## src/hdl/spl_pkg.sv

```systemverilog
// Shared types and constants of the sector point locator.
`timescale 1ns / 1ps
package spl_pkg;
  localparam int COORD_BITS      = 24;
  localparam int LINK_BITS       = 7;
  localparam int SECF_BITS       = 6;
  localparam int WALLF_BITS      = 4;
  localparam int CNTF_BITS       = 5;
  localparam int TOTAL_BITS      = 7;
  localparam int IN_TDATA_BITS   = 168;
  localparam int OUT_TDATA_BITS  = 8;
  localparam int MAX_SECTORS_DEF = 64;
  localparam int MAX_WALLS_DEF   = 16;

  localparam logic CMD_LOAD   = 1'b0;
  localparam logic CMD_LOCATE = 1'b1;

  typedef struct packed {
    logic signed [LINK_BITS-1:0]  link;
    logic signed [COORD_BITS-1:0] y_end;
    logic signed [COORD_BITS-1:0] x_end;
    logic signed [COORD_BITS-1:0] y_start;
    logic signed [COORD_BITS-1:0] x_start;
  } wall_t;

  typedef struct packed {
    logic busy;
    logic hit_v;
    logic hit;
  } cross_st_t;

  typedef enum logic [2:0] {
    ST_IDLE, ST_CNT, ST_WALL, ST_DRAIN, ST_NRD, ST_NWAIT, ST_LIN, ST_FIN
  } state_t;

  typedef enum logic [1:0] {PH_CUR, PH_NBR, PH_LIN} phase_t;
endpackage

```

## src/hdl/spl_cross.sv

```systemverilog
// Three-stage crossing test of one wall against an upward ray.
`timescale 1ns / 1ps
module spl_cross (
  input  logic                                  clk,
  input  logic                                  rst_n,
  input  logic                                  v,
  input  spl_pkg::wall_t                        wl,
  input  logic signed [spl_pkg::COORD_BITS-1:0] pos_x,
  input  logic signed [spl_pkg::COORD_BITS-1:0] pos_y,
  output spl_pkg::cross_st_t                    st
);
  localparam int DW = spl_pkg::COORD_BITS + 1;
  localparam int PW = 2 * DW;

  logic signed [DW-1:0] ax_r, ay_r, bx_r, by_r;
  logic signed [DW-1:0] ax2_r, bx2_r;
  logic signed [PW-1:0] p1_r, p2_r;
  logic signed [PW:0]   diff;
  logic signed [DW:0]   d, n2;
  logic                 v1_r, v2_r, v3_r, hit_r, hit_nxt;
  logic                 sd_pos, sd_neg, ok1, ok2, ok3;

  always_ff @(posedge clk) begin
    ax_r  <= DW'(pos_x) - DW'(wl.x_start);
    ay_r  <= DW'(pos_y) - DW'(wl.y_start);
    bx_r  <= DW'(wl.x_end) - DW'(wl.x_start);
    by_r  <= DW'(wl.y_end) - DW'(wl.y_start);
    p1_r  <= bx_r * ay_r;
    p2_r  <= by_r * ax_r;
    ax2_r <= ax_r;
    bx2_r <= bx_r;
    hit_r <= hit_nxt;
  end

  always_comb begin
    diff   = (PW+1)'(p1_r) - (PW+1)'(p2_r);
    d      = -((DW+1)'(bx2_r));
    n2     = -((DW+1)'(ax2_r));
    sd_pos = d > 0;
    sd_neg = d < 0;
    ok1    = sd_pos ? (diff >= 0) : (diff <= 0);
    ok2    = sd_pos ? (n2 >= 0) : (n2 <= 0);
    ok3    = sd_pos ? (n2 <= d) : (n2 >= d);
    hit_nxt = (sd_pos || sd_neg) && ok1 && ok2 && ok3;
  end

  always_ff @(posedge clk) begin
    if (!rst_n) begin
      v1_r <= 1'b0;
      v2_r <= 1'b0;
      v3_r <= 1'b0;
    end else begin
      v1_r <= v;
      v2_r <= v1_r;
      v3_r <= v2_r;
    end
  end

  assign st.busy  = v1_r | v2_r | v3_r;
  assign st.hit_v = v3_r;
  assign st.hit   = hit_r;
endmodule

```

## config.mk

```make
export PLATFORM = sky130hd
export DESIGN_NAME = spl_cross
export DESIGN_NICKNAME = d
export VERILOG_FILES = /design/src/hdl/spl_pkg.sv /design/src/hdl/spl_cross.sv
export SDC_FILE = /design/constraint.sdc
export NUM_CORES = 2
export LEC_CHECK = 0
export CORE_ASPECT_RATIO = 2
export CORE_MARGIN = 3
export CORE_UTILIZATION = 66
export DETAILED_ROUTE_END_ITERATION = 10
export DONT_BUFFER_PORTS = 1
export PLACE_DENSITY = 0.85
export SETUP_SLACK_MARGIN = 0.1
export SLEW_MARGIN = 20
export SYNTH_ARGS = -nofsm -noshare
export SYNTH_HDL_FRONTEND = slang
export SYNTH_SLANG_ARGS = --single-unit
```

## constraint.sdc

```tcl
create_clock -name clk -period 16 [get_ports clk]
set_clock_uncertainty 0.2 [all_clocks]
set_input_delay 0.8 -clock clk [delete_from_list [all_inputs] [get_ports clk]]
set_output_delay 0.8 -clock clk [all_outputs]
set_load 0.01 [all_outputs]
```

======== Word-level counts from Yosys, hierarchy flattened ========
Cells that the tools add are included.
Widths: inputs -> output; s select.
word-level totals
  input bits .............................. 154
  flip-flop bits (word level) ............. 254
operators by class
  muxes and demuxes ....................... 3
  reduce and logical (&&, ||, !) cells .... 4
  multiply operators ...................... 2
  add/subtract/negate cells ............... 7
  bitwise gates (word level) .............. 2
  magnitude comparators ................... 8
operator list
  kind                 number
  $mul 25x25->50       2
  $sub 24x24->25       4
  $neg 25->26          2
  $ge 51x1->1 const B  1
  $le 51x1->1 const B  1
  $sub 50x50->51       1
  $ge 26x1->1 const B  1
  $ge 26x26->1         1
  $gt 26x1->1 const B  1
  $le 26x1->1 const B  1
  $le 26x26->1         1
  $lt 26x1->1 const B  1
  $logic_and 1x1->1    3
  $mux 1               3
  $or 1x1->1           2
  $logic_or 1x1->1     1

======== Depth between registers and ports, before layout ========
  depth in word-level cells ............... 6
  mapped depth ............................ 30

======== Worst setup path after synthesis ========
OpenSTA, ideal clock, no wires.
  path kind ............................... register -> register
  start point ............................. register ay_r[4]
  end point ............................... register p1_r[49]
  required time ........................... 15728 ps
  path slack .............................. 8356 ps
  clock period less this slack ............ 7644 ps
  path buffers ............................ 2
  stages on the path, launching flop included .. 31
  data arrival time ....................... 7372 ps
  cell sequence ........................... dfxtp_1 -> clkbuf_1 -> clkbuf_1 -> nand2_1 -> fa_1 -> inv_1 -> fa_1 -> inv_1 -> fa_1 -> inv_1 -> fa_1 -> inv_1 -> fa_1 -> inv_1 -> fa_1 -> inv_1 -> fa_1 -> inv_1 -> ha_1 -> o21a_1 -> nor2_1 -> a21oi_1 -> a2111oi_0 -> o21ai_1 -> a41oi_1 -> o211ai_1 -> a21o_1 -> a41oi_1 -> o21ai_1 -> a21oi_1 -> xnor2_1
on the way
  word-level cells in the longest chain between the ends .. 1
ends and longest elaborated chain
  item                    line             text
  start, declared         spl_cross.sv:15  logic signed [DW-1:0] ax_r, ay_r, bx_r, by_r;
  start signal, assigned  spl_cross.sv:25  ay_r <= DW'(pos_y) - DW'(wl.y_start);
  $mul 25x25->50          spl_cross.sv:28  p1_r <= bx_r * ay_r;
  end signal, assigned    spl_cross.sv:28
  end, declared           spl_cross.sv:17  logic signed [PW-1:0] p1_r, p2_r;
No other way between the ends.
A chain may end at the register's enable or synchronous reset.

======== Worst setup path in the final report ========
  start point ............................. register ay_r[3]
  end point ............................... register p1_r[49]
Same word-level chain as after synthesis.

==> impl_metrics.yaml <==
routing:
  drtPass1Iterations: 5
  antenna_left: 0
  routed-via-count: 46070
  wirelength_um: 169800
  route.detailed.drc: 0
  viasPerCell: 6.051
  drtIter0Drc: 3242
  wl_per_cell_um: 22.30
yosys:
  synth.area.mux_share_pct: 0.2051
  synth-xor-area-share_pct: 3.546
  postSynth.asyncResetShare_pct: 0
  synth_seq_area_share_pct: 8.506
  ys_top_cells_by_area: "fa_1 (44%), ha_1 (9.5%), inv_1 (9.0%), dfxtp_1 (8.5%), and2_1 (6.4%)"
  synth-simple-area-share_pct: 16.12
  synth_compound_area_share_pct: 7.269
  synth_adder_area_share_pct: 53.75
  synth_common_cells: "inv_1 (1437), fa_1 (1320), nand2_1 (725), and2_1 (614), ha_1 (456)"
  ys_warn_count: 0
  synth_top_family_by_area: "adder cells"
  yosys.area.top_type: "fa_1"
  syn-cell-area_um2: 59780
  ys_ff_latch: 254
  yosysMostFrequentCell: "inv_1"
  synthesis.nets: 8458
  synth.avg_cell_area_um2: 9.157
  syn_inst: 6528
  yosysUniqueCellTypes: 91
  yosys.area.top_type_share_pct: 44.21
  synth-main-ff-cell: "dfxtp_1"
  synth-edff-count: 0
clock_tree:
  clk_latency_ns: 0.64
  post_cts_buffers: 0
  hold_buffers: 0
  cts_inserted_buffers: 29
  cts_tree: "done"
  path_clk_slew_ns: 0.07
  cts_sinks: 254
  ctsLongestPathBuffers: 3
  htreeDepth: 1
  cts_resized: 0
  ctsRootBufferMaster: "clkbuf_16"
flow_run:
  cap_viol_max_count: 0
timing:
  rsz0062_at_grt: "false"
  tightest_slew_ns: 1.179
  setup_viol: 0
  fin_tns_setup_ns: 0
  period_needed_ns: 9.422
  final-hold-violation-count: 0
  final_max_slew_viol_count: 0
  slew_headroom_pct: 21.38
  fin_crit_sh_pct: 58.89
  max_freq_mhz: 106.1
floorplan:
  core_area_um2: 89600
  dieArea_um2: 94440
  start_util_pct: 66.72
  die_w_um: 218.8
  fp.dieH_um: 431.6
  rows: 155
  io_pins: 157
finish:
  regArea_um2: 5091
  drive_gt1_share_pct: 2.834
  area_growth_pct: 3.736
  nFillCells: 6711
  fin_nets: 8328
  multi_input_area_um2: 48360
  final_core_util_pct: 69.21
grt:
  grt_pass1_wl_um: 268500
  grt_usage_pct: 37.10
  grt_max_degree: 27
  gr-total-overflow: 0
  grt_pass1_vias: 52170
  antenna_found_initial: 18
placed_design:
  port_buffers: 0
  hpwl_um: 139400
  gp_congestion: 1.047
critical_path:
  worstPathRequired_ns: 16.37
  path_class: "reg -> reg"
  worst-path-max-fanout: 25
  cp-end-kind: "flop"
  startpoint_type: "flop"
  cp.arrival_ns: 9.80
worst_hold_path:
  hold_class: "in -> reg"
run_status:
  status: "complete, no violations"
## through the flow
step	setup WS (ns)	hold WS (ns)	cells	cell area [µm²]
3_5_place_dp	6.663	0.1706	7544	60950
5_1_grt	6.315	0.09018	7599	61970
3_3_place_gp	6.866	0.1692	7544	60950
2_1_floorplan	8.356	0.1290	6528	59780
4_1_cts	6.632	0.06952	7598	61970
6_report	6.578	0.09490	7614	62010
## sequential cells by signal, indices dropped and copies added, names as in the netlist
register  count
hit_r         1
v1_r          1
by_r         25
ax_r         25
bx2_r        25
p1_r         50
ay_r         25
p2_r         50
ax2_r        25
v2_r          1
v3_r          1
bx_r         25
## critical path: stages, from the launching register on
cell and delay, ns:
dfxtp_1 1.02, and2_1 0.26, fa_1 0.46, fa_1 0.55
inv_1 0.06, fa_1 0.53, inv_1 0.06, fa_1 0.50
inv_1 0.06, fa_1 0.54, inv_1 0.05, fa_1 0.50
inv_1 0.06, fa_1 0.48, inv_1 0.04, ha_1 0.33
o21a_1 0.20, nor2_1 0.18, a21oi_1 0.10, a2111oi_0 0.84
o21ai_1 0.41, a41oi_1 0.63, o211ai_1 0.19, a21o_1 0.24
a41oi_1 0.39, o21ai_1 0.14, a21oi_1 0.23, xnor2_1 0.14
## final cells by class
cell class	count	area share (%)
tap	1177	2.375
clock buffer	34	1.265
antenna	16	0.06457
inverter	1439	8.710
timing repair buffer	85	1.029
sequential	254	8.210
clock inverter	20	0.3672
multi-input combinational	4589	77.98
## routing by layer
metal  share of wire [%]  GRT usage, %  vias to the layer above  routed length, µm
li1                    -             -                    19550                  -
met1                  31         38.61                    22840              52560
met2                  50         64.50                     2580              85560
met3                 8.6         7.423                     1097              14690
met4                  10         29.50                        0              17020
met5                   0             0                        -                  0
## kinds of logic (layout without fill, tap and decap cells)
logic type                 count (synthesis)  after routing
and+or+nand+nor                         1909           1909
adders and majority gates               1776           1776
buffers and inverters                   1685           1578
AOI/OAI and AO/OA                        650            650
DFF                                      254            254
xor gates and xnor gates                 242            242
muxes                                     12             12
other                                      0             16
## layout by cell type, fill, tap and decap left out, types with 33 or more instances in the layout
cell,synthesis,routed
and3_1,33,33
a21o_1,97,97
nand2b_1,42,42
ha_1,456,456
xnor2_1,171,171
xor2_1,71,71
dfxtp_1,254,249
o21ai_0,101,101
nand2_1,725,725
o21a_1,40,40
nor2_1,198,198
inv_1,1437,1437
a21oi_1,169,169
and2_1,614,614
fa_1,1320,1320
nor2b_1,40,40
buf_4,2,85
nor3_1,71,71
nand3_1,52,52
a211oi_1,36,36
## path summary, 6_finish.rpt
path / startpoint / endpoint / slack (ns) / cells past startpoint
min reg2reg: ax_r[6] / ax2_r[6] / 0.17 / 0
max: ay_r[3] / p1_r[49] / 6.58 / 27
min: v / v1_r / 0.09 / 1
max reg2reg: ay_r[3] / p1_r[49] / 6.58 / 27
Power is left out: the tool's default activity adds up to more than one toggle a clock period on the data nets, which glitch-free logic cannot reach.
