`src/hdl/spl_pkg.sv`:
```
// Shared types and constants of the sector point locator.
`timescale 1ns / 1ps
package spl_pkg;
  localparam int COORD_BITS      = 24;
  localparam int LINK_BITS       = 7;
  localparam int SECF_BITS       = 6;
  localparam int WALLF_BITS      = 4;
  localparam int CNTF_BITS       = 5;
  localparam int TOTAL_BITS      = 7;
  localparam int IN_TDATA_BITS   = 168;
  localparam int OUT_TDATA_BITS  = 8;
  localparam int MAX_SECTORS_DEF = 64;
  localparam int MAX_WALLS_DEF   = 16;

  localparam logic CMD_LOAD   = 1'b0;
  localparam logic CMD_LOCATE = 1'b1;

  typedef struct packed {
    logic signed [LINK_BITS-1:0]  link;
    logic signed [COORD_BITS-1:0] y_end;
    logic signed [COORD_BITS-1:0] x_end;
    logic signed [COORD_BITS-1:0] y_start;
    logic signed [COORD_BITS-1:0] x_start;
  } wall_t;

  typedef struct packed {
    logic busy;
    logic hit_v;
    logic hit;
  } cross_st_t;

  typedef enum logic [2:0] {
    ST_IDLE, ST_CNT, ST_WALL, ST_DRAIN, ST_NRD, ST_NWAIT, ST_LIN, ST_FIN
  } state_t;

  typedef enum logic [1:0] {PH_CUR, PH_NBR, PH_LIN} phase_t;
endpackage

```
`src/hdl/spl_ctrl.sv`:
```
// Request handshake, table loads and the search sequencer.
`timescale 1ns / 1ps
module spl_ctrl #(
  parameter int MAX_SECTORS = spl_pkg::MAX_SECTORS_DEF,
  parameter int MAX_WALLS   = spl_pkg::MAX_WALLS_DEF,
  localparam int AW = $clog2(MAX_SECTORS * MAX_WALLS),
  localparam int SW = (MAX_SECTORS > 1) ? $clog2(MAX_SECTORS) : 1,
  localparam int CW = $clog2(MAX_WALLS + 1),
  localparam int TW = ($clog2(MAX_SECTORS + 1) > 7) ? $clog2(MAX_SECTORS + 1) : 7
) (
  input  logic                                  clk,
  input  logic                                  rst_n,
  input  logic                                  in_valid,
  output logic                                  in_ready,
  input  logic                                  cmd,
  input  logic [spl_pkg::SECF_BITS-1:0]         sector,
  input  logic [spl_pkg::WALLF_BITS-1:0]        wall,
  input  logic [spl_pkg::CNTF_BITS-1:0]         wall_count,
  input  logic signed [spl_pkg::COORD_BITS-1:0] pos_x,
  input  logic signed [spl_pkg::COORD_BITS-1:0] pos_y,
  input  logic                                  cfg_wr_en,
  input  logic [spl_pkg::TOTAL_BITS-1:0]        cfg_wr_data,
  output logic                                  out_valid,
  input  logic                                  out_ready,
  output logic [spl_pkg::OUT_TDATA_BITS-1:0]    out_data,
  output logic                                  we,
  output logic [AW-1:0]                         waddr,
  output logic                                  re,
  output logic [AW-1:0]                         raddr,
  input  spl_pkg::wall_t                        rdata,
  output logic                                  cwe,
  output logic [SW-1:0]                         caddr_w,
  output logic [CW-1:0]                         cdata,
  output logic                                  cre,
  output logic [SW-1:0]                         caddr_r,
  input  logic [CW-1:0]                         cnt_q,
  output logic                                  rdv,
  output logic signed [spl_pkg::COORD_BITS-1:0] qx,
  output logic signed [spl_pkg::COORD_BITS-1:0] qy,
  input  spl_pkg::cross_st_t                    cst
);
  spl_pkg::state_t state_r, state_nxt;
  spl_pkg::phase_t phase_r, phase_nxt;
  logic [TW-1:0] tsec_r, tsec_nxt, cur_r, cur_nxt, loc_r, loc_nxt, lim;
  logic [CW-1:0] wi_r, wi_nxt, nbi_r, nbi_nxt, curn_r, curn_nxt, n;
  logic          tin_r, tin_nxt, par_r, par_nxt, found_r, found_nxt, rdv_r, rdv_nxt;
  logic [spl_pkg::TOTAL_BITS-1:0] total_r;
  logic signed [spl_pkg::COORD_BITS-1:0] qx_r, qy_r;
  logic          out_valid_r, out_valid_nxt;
  logic [spl_pkg::OUT_TDATA_BITS-1:0] out_data_r, out_data_nxt;
  logic          acc, link_ok, tin;

  assign acc      = in_valid && in_ready;
  assign in_ready = (state_r == spl_pkg::ST_IDLE);
  assign n        = tin_r ? cnt_q : '0;
  assign lim      = (32'(total_r) > MAX_SECTORS) ? TW'(MAX_SECTORS) : TW'(total_r);
  assign link_ok  = !rdata.link[spl_pkg::LINK_BITS-1] &&
                    (32'(rdata.link[spl_pkg::LINK_BITS-2:0]) < MAX_SECTORS);
  assign tin      = 32'(tsec_r) < MAX_SECTORS;

  // table writes on load requests
  always_comb begin
    we      = acc && (cmd == spl_pkg::CMD_LOAD) && (32'(sector) < MAX_SECTORS) &&
              (32'(wall) < MAX_WALLS);
    waddr   = AW'(32'(sector) * MAX_WALLS + 32'(wall));
    cwe     = we;
    caddr_w = SW'(32'(sector));
    cdata   = (32'(wall_count) > MAX_WALLS) ? CW'(MAX_WALLS) : CW'(wall_count);
  end

  always_comb begin
    state_nxt = state_r;
    unique case (state_r)
      spl_pkg::ST_IDLE:  if (acc && cmd == spl_pkg::CMD_LOCATE) state_nxt = spl_pkg::ST_CNT;
      spl_pkg::ST_CNT:   state_nxt = spl_pkg::ST_WALL;
      spl_pkg::ST_WALL:  if (wi_r >= n) state_nxt = spl_pkg::ST_DRAIN;
      spl_pkg::ST_DRAIN: begin
        if (!rdv_r && !cst.busy) begin
          priority if (par_r) state_nxt = spl_pkg::ST_FIN;
          else if (phase_r == spl_pkg::PH_LIN) state_nxt = spl_pkg::ST_LIN;
          else state_nxt = spl_pkg::ST_NRD;
        end
      end
      spl_pkg::ST_NRD:   state_nxt = (nbi_r < curn_r) ? spl_pkg::ST_NWAIT : spl_pkg::ST_LIN;
      spl_pkg::ST_NWAIT: state_nxt = link_ok ? spl_pkg::ST_CNT : spl_pkg::ST_NRD;
      spl_pkg::ST_LIN:   state_nxt = (tsec_r < lim) ? spl_pkg::ST_CNT : spl_pkg::ST_FIN;
      spl_pkg::ST_FIN:   if (!out_valid_r || out_ready) state_nxt = spl_pkg::ST_IDLE;
      default:           state_nxt = spl_pkg::ST_IDLE;
    endcase
  end

  always_comb begin
    phase_nxt = phase_r;
    tsec_nxt  = tsec_r;
    cur_nxt   = cur_r;
    loc_nxt   = loc_r;
    wi_nxt    = wi_r;
    nbi_nxt   = nbi_r;
    curn_nxt  = curn_r;
    tin_nxt   = tin_r;
    found_nxt = found_r;
    rdv_nxt   = 1'b0;
    par_nxt   = par_r ^ (cst.hit_v & cst.hit);
    re        = 1'b0;
    raddr     = AW'(32'(tsec_r) * MAX_WALLS + 32'(wi_r));
    cre       = 1'b0;
    caddr_r   = tsec_r[SW-1:0];
    out_valid_nxt = out_valid_r && !out_ready;
    out_data_nxt  = out_data_r;
    unique case (state_r)
      spl_pkg::ST_IDLE: begin
        if (acc && cmd == spl_pkg::CMD_LOCATE) begin
          cur_nxt   = TW'(sector);
          tsec_nxt  = TW'(sector);
          loc_nxt   = TW'(sector);
          phase_nxt = spl_pkg::PH_CUR;
          found_nxt = 1'b0;
          nbi_nxt   = '0;
        end
      end
      spl_pkg::ST_CNT: begin
        cre     = tin;
        tin_nxt = tin;
        wi_nxt  = '0;
        par_nxt = 1'b0;
      end
      spl_pkg::ST_WALL: begin
        if (phase_r == spl_pkg::PH_CUR) curn_nxt = n;
        if (wi_r < n) begin
          re      = 1'b1;
          rdv_nxt = 1'b1;
          wi_nxt  = wi_r + 1'b1;
        end
      end
      spl_pkg::ST_DRAIN: begin
        if (!rdv_r && !cst.busy) begin
          if (par_r) begin
            found_nxt = 1'b1;
            loc_nxt   = tsec_r;
          end else if (phase_r == spl_pkg::PH_LIN) begin
            tsec_nxt = tsec_r + 1'b1;
          end else if (phase_r == spl_pkg::PH_NBR) begin
            nbi_nxt = nbi_r + 1'b1;
          end
        end
      end
      spl_pkg::ST_NRD: begin
        raddr = AW'(32'(cur_r) * MAX_WALLS + 32'(nbi_r));
        if (nbi_r < curn_r) begin
          re = 1'b1;
        end else begin
          phase_nxt = spl_pkg::PH_LIN;
          tsec_nxt  = '0;
        end
      end
      spl_pkg::ST_NWAIT: begin
        if (link_ok) begin
          tsec_nxt  = TW'(rdata.link[spl_pkg::LINK_BITS-2:0]);
          phase_nxt = spl_pkg::PH_NBR;
        end else begin
          nbi_nxt = nbi_r + 1'b1;
        end
      end
      spl_pkg::ST_LIN: ;
      spl_pkg::ST_FIN: begin
        if (!out_valid_r || out_ready) begin
          out_valid_nxt = 1'b1;
          out_data_nxt  = {loc_r != cur_r, found_r, loc_r[spl_pkg::SECF_BITS-1:0]};
        end
      end
      default: ;
    endcase
  end

  always_ff @(posedge clk) begin
    if (!rst_n) begin
      state_r     <= spl_pkg::ST_IDLE;
      phase_r     <= spl_pkg::PH_CUR;
      rdv_r       <= 1'b0;
      out_valid_r <= 1'b0;
      total_r     <= '0;
      found_r     <= 1'b0;
      par_r       <= 1'b0;
    end else begin
      state_r     <= state_nxt;
      phase_r     <= phase_nxt;
      rdv_r       <= rdv_nxt;
      out_valid_r <= out_valid_nxt;
      found_r     <= found_nxt;
      par_r       <= par_nxt;
      if (cfg_wr_en) total_r <= cfg_wr_data;
    end
  end

  always_ff @(posedge clk) begin
    tsec_r     <= tsec_nxt;
    cur_r      <= cur_nxt;
    loc_r      <= loc_nxt;
    wi_r       <= wi_nxt;
    nbi_r      <= nbi_nxt;
    curn_r     <= curn_nxt;
    tin_r      <= tin_nxt;
    out_data_r <= out_data_nxt;
    if (acc) begin
      qx_r <= pos_x;
      qy_r <= pos_y;
    end
  end

  assign out_valid = out_valid_r;
  assign out_data  = out_data_r;
  assign rdv       = rdv_r;
  assign qx        = qx_r;
  assign qy        = qy_r;

`ifndef SYNTH
  a_rdv_src: assert property (@(posedge clk) disable iff (!rst_n)
    rdv_r |-> $past(state_r) == spl_pkg::ST_WALL)
    else $error("wall read valid without a wall scan");
  a_found_rng: assert property (@(posedge clk) disable iff (!rst_n)
    (state_r == spl_pkg::ST_FIN && found_r) |-> 32'(loc_r) < MAX_SECTORS)
    else $error("located sector out of range");
  a_moved: assert property (@(posedge clk) disable iff (!rst_n)
    (out_valid_r && out_data_r[spl_pkg::SECF_BITS+1]) |-> out_data_r[spl_pkg::SECF_BITS])
    else $error("moved without found");
  a_drain: assert property (@(posedge clk) disable iff (!rst_n)
    (state_r == spl_pkg::ST_CNT) |-> (!rdv_r && !cst.busy))
    else $error("crossing pipeline busy at sector start");
`endif
endmodule

```
`config.mk`:
```
export PLATFORM = sky130hd
export DESIGN_NAME = spl_ctrl
export DESIGN_NICKNAME = d
export VERILOG_FILES = /design/src/hdl/spl_pkg.sv /design/src/hdl/spl_ctrl.sv
export SDC_FILE = /design/constraint.sdc
export NUM_CORES = 1
export LEC_CHECK = 0
export BUFFER_PORTS_ARGS = -buffer_cell sky130_fd_sc_hd__buf_2
export CAP_MARGIN = 20
export CORE_AREA = 2 2 113 115
export CTS_CLUSTER_SIZE = 25
export DETAILED_ROUTE_END_ITERATION = 7
export DIE_AREA = 0 0 115 117
export PLACE_DENSITY = 0.81
export RECOVER_POWER = 50
export SETUP_SLACK_MARGIN = 0.15
export SLEW_MARGIN = 20
export SYNTH_ARGS = -nofsm -noshare
export SYNTH_HDL_FRONTEND = slang
export SYNTH_SLANG_ARGS = --single-unit
```
`constraint.sdc`:
```
create_clock -name clk -period 4.8 [get_ports clk]
set_clock_uncertainty 0.15 [all_clocks]
set_input_delay 0.24 -clock clk [delete_from_list [all_inputs] [get_ports clk]]
set_output_delay 0.24 -clock clk [all_outputs]
set_load 0.01 [all_outputs]
```
After elaboration in Yosys (flattened, before gate mapping) --
Cells that the tools add are included.
Storage, ports and cells: logic and storage cells 132, bits of input ports 187, bits in registers 108
Operators by class: mux-type cells 47, reduce and logical (&&, ||, !) cells 28, add/sub/neg operators 6, bitwise logic cells 4, equality and inequality tests 23, magnitude comparators 7
Operators by type and width (count):
- 7-bit two-way mux | 9
- 5-bit two-way mux | 9
- 7-bit one-hot mux with 4 select lines | 1
- 2-bit != test (second input constant) | 12
- 3-bit one-hot mux with 8 select lines | 1
- 10-bit by 5-bit adder with 10-bit output | 2
- 3-bit two-way mux | 6
- 5-bit one-hot mux with 3 select lines | 1
- 7-bit one-hot mux with 2 select lines | 1
- 7-bit AND reduction | 2
- 3-bit equality test (second input constant) | 4
- 2-bit two-way mux | 6
- 4-bit AND reduction | 3
- 10-bit by 4-bit adder with 10-bit output | 1
- 5-bit by 1-bit adder with 5-bit output (second input constant) | 2
- 5-bit less-than comparator | 2
- 10-bit two-way mux | 1
- 5-bit one-hot mux with 2 select lines | 1
- 2-bit AND reduction | 5
- 1-bit two-way mux | 8
- 7-bit by 1-bit adder with 7-bit output (second input constant) | 1
- 7-bit greater-than comparator (second input constant) | 1
- 7-bit less-than comparator | 1
- 7-bit less-than comparator (second input constant) | 1
- 22 further kinds | 34

Longest topological paths before layout --
word-level depth 6, gate-level depth with buffers 8

Worst setup path after synthesis --
OpenSTA, ideal clock, no wires.
path type register to output, start point register state_r[0], end point output port we, arrival time 2.710 ns, slack 1.700 ns, cell stages (with the launch flop) 5, cells stage by stage dfxtp_1 nor3_1 and2_1 nor2b_1 buf_4
Between the ends: longest elaborated chain between the ends 3
Ends and longest elaborated chain:
- start: declaration | line spl_ctrl.sv:42 | spl_pkg::state_t state_r, state_nxt;
- start signal: assignment | line spl_ctrl.sv:177 | state_r <= spl_pkg::ST_IDLE;
- start signal: assignment | line spl_ctrl.sv:185 | state_r <= state_nxt;
- 3-bit logical NOT | line spl_ctrl.sv:54 | assign in_ready = (state_r == spl_pkg::ST_IDLE);
- net in_ready | line spl_ctrl.sv:14 | output logic in_ready,
- 1-bit logical AND | line spl_ctrl.sv:53 | assign acc = in_valid && in_ready;
- net acc | line spl_ctrl.sv:51 | logic acc, link_ok, tin;
- 1-bit logical AND | line spl_ctrl.sv:63 | we = acc && (cmd == spl_pkg::CMD_LOAD) && (32'(sector) < MAX_SECTORS) &&
- end: declaration | line spl_ctrl.sv:26 | output logic we,
The timed path passes the listed nets, and every way through them passes these cells.

Worst setup path in the final report --
start point register state_r[1], end point register tsec_r[5], enable pin
Between the ends: longest elaborated chain between the ends 5
Ends and longest elaborated chain:
- 3-bit logical NOT | line spl_ctrl.sv:54, spl_ctrl.sv:110
- 1-bit logical AND | line spl_ctrl.sv:53
- 1-bit logical AND | line spl_ctrl.sv:112 | if (acc && cmd == spl_pkg::CMD_LOCATE) begin
- 2-bit by 1-bit != test with 1-bit output (no source line)
- 7-bit AND reduction (no source line) (*)
- end signal: assignment | line spl_ctrl.sv:196 | tsec_r <= tsec_nxt;
- end: declaration | line spl_ctrl.sv:44 | logic [TW-1:0] tsec_r, tsec_nxt, cur_r, cur_nxt, loc_r, loc_nxt, lim;
Every way passes the cells marked *; elsewhere a longest branch is shown, timed or not. A chain may end at the register's enable or synchronous reset.

==> flow_summary.yaml <==
setup_path:
  timing.critical_path.buf_inv: 0
  crit_family: "simple AND/OR/NAND/NOR gates"
  rr_endpoint: "tsec_r[5]$_DFFE_PP_"
  critical-path-max-stage-delay_ns: 0.99
  worst_setup_path_start_kind: "flip-flop"
  required_ns: 4.61
  r2r_cells: 4
  crit_chain: "or3b_1 > a211oi_2 > o21a_1 > nor3_1"
  crit_type: "reg2reg"
  path_max_fanout: 31
  slowest_stage: "dfxtp_1"
  worstSetupEndpointType: "flip-flop"
  r2r_slack_ns: 1.37
  r2r-start: "state_r[1]$_SDFFE_PN0P_"
  crit_arrival_ns: 3.24
logic_synthesis:
  yosysMostFrequentCell: "edfxtp_1"
  async_reset_ff_frac: 0
  ys_warn_count: 0
  ys_seq_elements: 108
  synthFlopType: "edfxtp_1"
  synth_top_cell_by_area: "edfxtp_1"
  ys_top_cells_by_area: "edfxtp_1, dfxtp_1, ha_1"
  synth.distinct_cells: 44
  synth_common_cells: "edfxtp_1, nand2_1, nor2_1, a21oi_1, buf_4"
  synthCells: 418
  netlist_area_mm2: 0.00504
  yosysSeqAreaShare: 0.611
  netlist.area_leader.share: 0.548
  syn_avg_cell_area_um2: 12.1
  synth_edf_count: 92
  syn_nets: 627
placement:
  place_ws_ns: 1.42
  dp_hpwl_um: 9380
  place_congestion: 0.855
  dpl-instance-area_mm2: 0.00592
  dpl.cell_count: 714
  port_buffers: 182
cts:
  cts-root-buf: "clkbuf_16"
  clkTransAtPathRegs_ns: 0.07
  cts_resized: 0
  cts_tree: "done"
  cts.sinks: 108
  cts_buffer_depth: 2
  cts_htree_levels: 3
  numCtsBuffers: 9
  insertion_delay_ns: 0.34
route:
  drc: 0
  drtPass1Iterations: 4
  post_drt_via_cell_ratio: 5.08
  detail_route.wirelength_um: 13100
  routedWlPerCell_um: 16.6
  vias: 3986
  ant_nets: 0
  drt_iter0_drc: 325
grt:
  antenna_found_initial: 0
  grt_pass1_wl_um: 19700
  first_global_vias: 3959
  grt_max_degree: 50
  gr-total-overflow: 0
  grt_use_total: 0.192
sta:
  whs_ns: 0.00310
  rsz0062_at_grt: "no"
  slew_headroom: 0.268
  setup-violations-final: 0
  layout_setup_ws_ns: 1.37
  hold_viol: 0
  fmax_mhz: 292
  slew_violations: 0
  finalSetupTns_ns: 0
  period_share: 0.714
  tightest_slew_ns: 1.09
  finalCriticalPeriod_ns: 3.43
cells_and_area:
  fin_area_mm2: 0.00663
  final_core_util: 0.538
  layoutNonFillerInstCount: 784
  drive_above_1_share: 0.181
  nets: 838
  syn2layout_area_growth_pct: 31.4
  antenna_cells: 0
floorplanning:
  pin_count: 287
  dieHeight_um: 117
  core_mm2: 0.0123
  dieArea_mm2: 0.0135
  die_w_um: 115
  num_rows: 41
  start_util: 0.410
pwr:
  power.total_mw: 2.10
  ir_worst_vdd_v: 0.000153
  p_leak_nw: 2.64
  p_per_area_mw_per_mm2: 318
min_path:
  hold-path-endpoint: "total_r[2]$_SDFFE_PN0P_"
  min_path_cells: 3
  hold_class: "in2reg"
  hold_path_startpoint: "cfg_wr_data[2]"
status:
  outcome: "finished clean"
job:
  maxCapViolCount: 0
worst max-delay path by stage:
stage | depth (start not counted) | to | slack, ns | startpoint
6_report | 4 | tsec_r[5]$_DFFE_PP_ | 1.37 | state_r[1]$_SDFFE_PN0P_
5_1_grt | 4 | tsec_r[1]$_DFFE_PP_ | 1.23 | state_r[1]$_SDFFE_PN0P_
4_1_cts | 4 | tsec_r[6]$_DFFE_PP_ | 1.41 | state_r[1]$_SDFFE_PN0P_
3_5_place_dp | 4 | tsec_r[5]$_DFFE_PP_ | 1.42 | state_r[1]$_SDFFE_PN0P_
3_3_place_gp | 4 | tsec_r[3]$_DFFE_PP_ | 1.50 | state_r[1]$_SDFFE_PN0P_
2_1_floorplan | 4 | we | 1.70 | state_r[0]$_SDFFE_PN0P_
sequential cells by signal, indices dropped and copies added (netlist names), 6 cells and up:
register	count
total_r	7
loc_r	7
qx	24
cur_r	6
out_data	8
qy	24
tsec_r	7
per-layer routing:
metal  GRT usage  part of all wire  up-vias
met3      0.0350             0.076       20
met5           0           0.00038        -
li1            -                 -     1908
met4      0.0779             0.022        2
met2       0.340              0.49      215
met1       0.232              0.41     1841
tightest hold or removal path, cell delays in order:
cell and delay, ns:
buf_2 0.08, mux2i_1 0.06, nor2_1 0.08
power by group:
part,total [mW],switching [mW],internal [mW]
logic,0.293,0.158,0.134
registers,1.13,0.0454,1.09
clock network,0.679,0.325,0.354
total,2.10,0.529,1.58
final cells by class:
class                           count  area [um2]
Fill cell                        1082        5690
Sequential cell                   108        3080
Multi-Input combinational cell    257        1670
Timing Repair Buffer              238        1360
Clock buffer                        9         225
Tap cell                          150         188
Inverter                           15        56.3
Clock inverter                      7        47.5
placed cells by master, fill, tap and decap left out, types with 3 or more instances in the layout:
cell	count
nor3_1	8
a21oi_1	24
dfxtp_1	16
buf_2	93
xnor2_1	11
inv_6	3
o21ai_0	8
xor2_1	15
mux2_1	6
mux2i_1	9
dlygate4sd3_1	54
inv_1	14
ha_1	22
nand2b_1	5
a211oi_2	3
edfxtp_1	92
and3_1	6
nand3_1	14
nand2_1	43
nor2b_1	9
clkbuf_16	9
clkbuf_1	89
a221oi_1	6
o21ai_1	6
nor2_1	34
what timing repair did:
item | in CTS | in global routing
hold buffers | 54 | 0
hold endpoints to repair | 54 | 0
buffers inserted | 0 | 0
cell families (layout without fill, tap and decap cells):
group,after synthesis,count (layout),synth area share
simple gates,132,132,0.122
buf+inv,53,269,0.0576
compound gates,62,62,0.0781
xor+xnor,26,26,0.0452
fa+ha+maj,22,22,0.0546
flops,108,108,0.611
mux,15,15,0.0313
No activity file was read; power rests on OpenSTA's default activity.
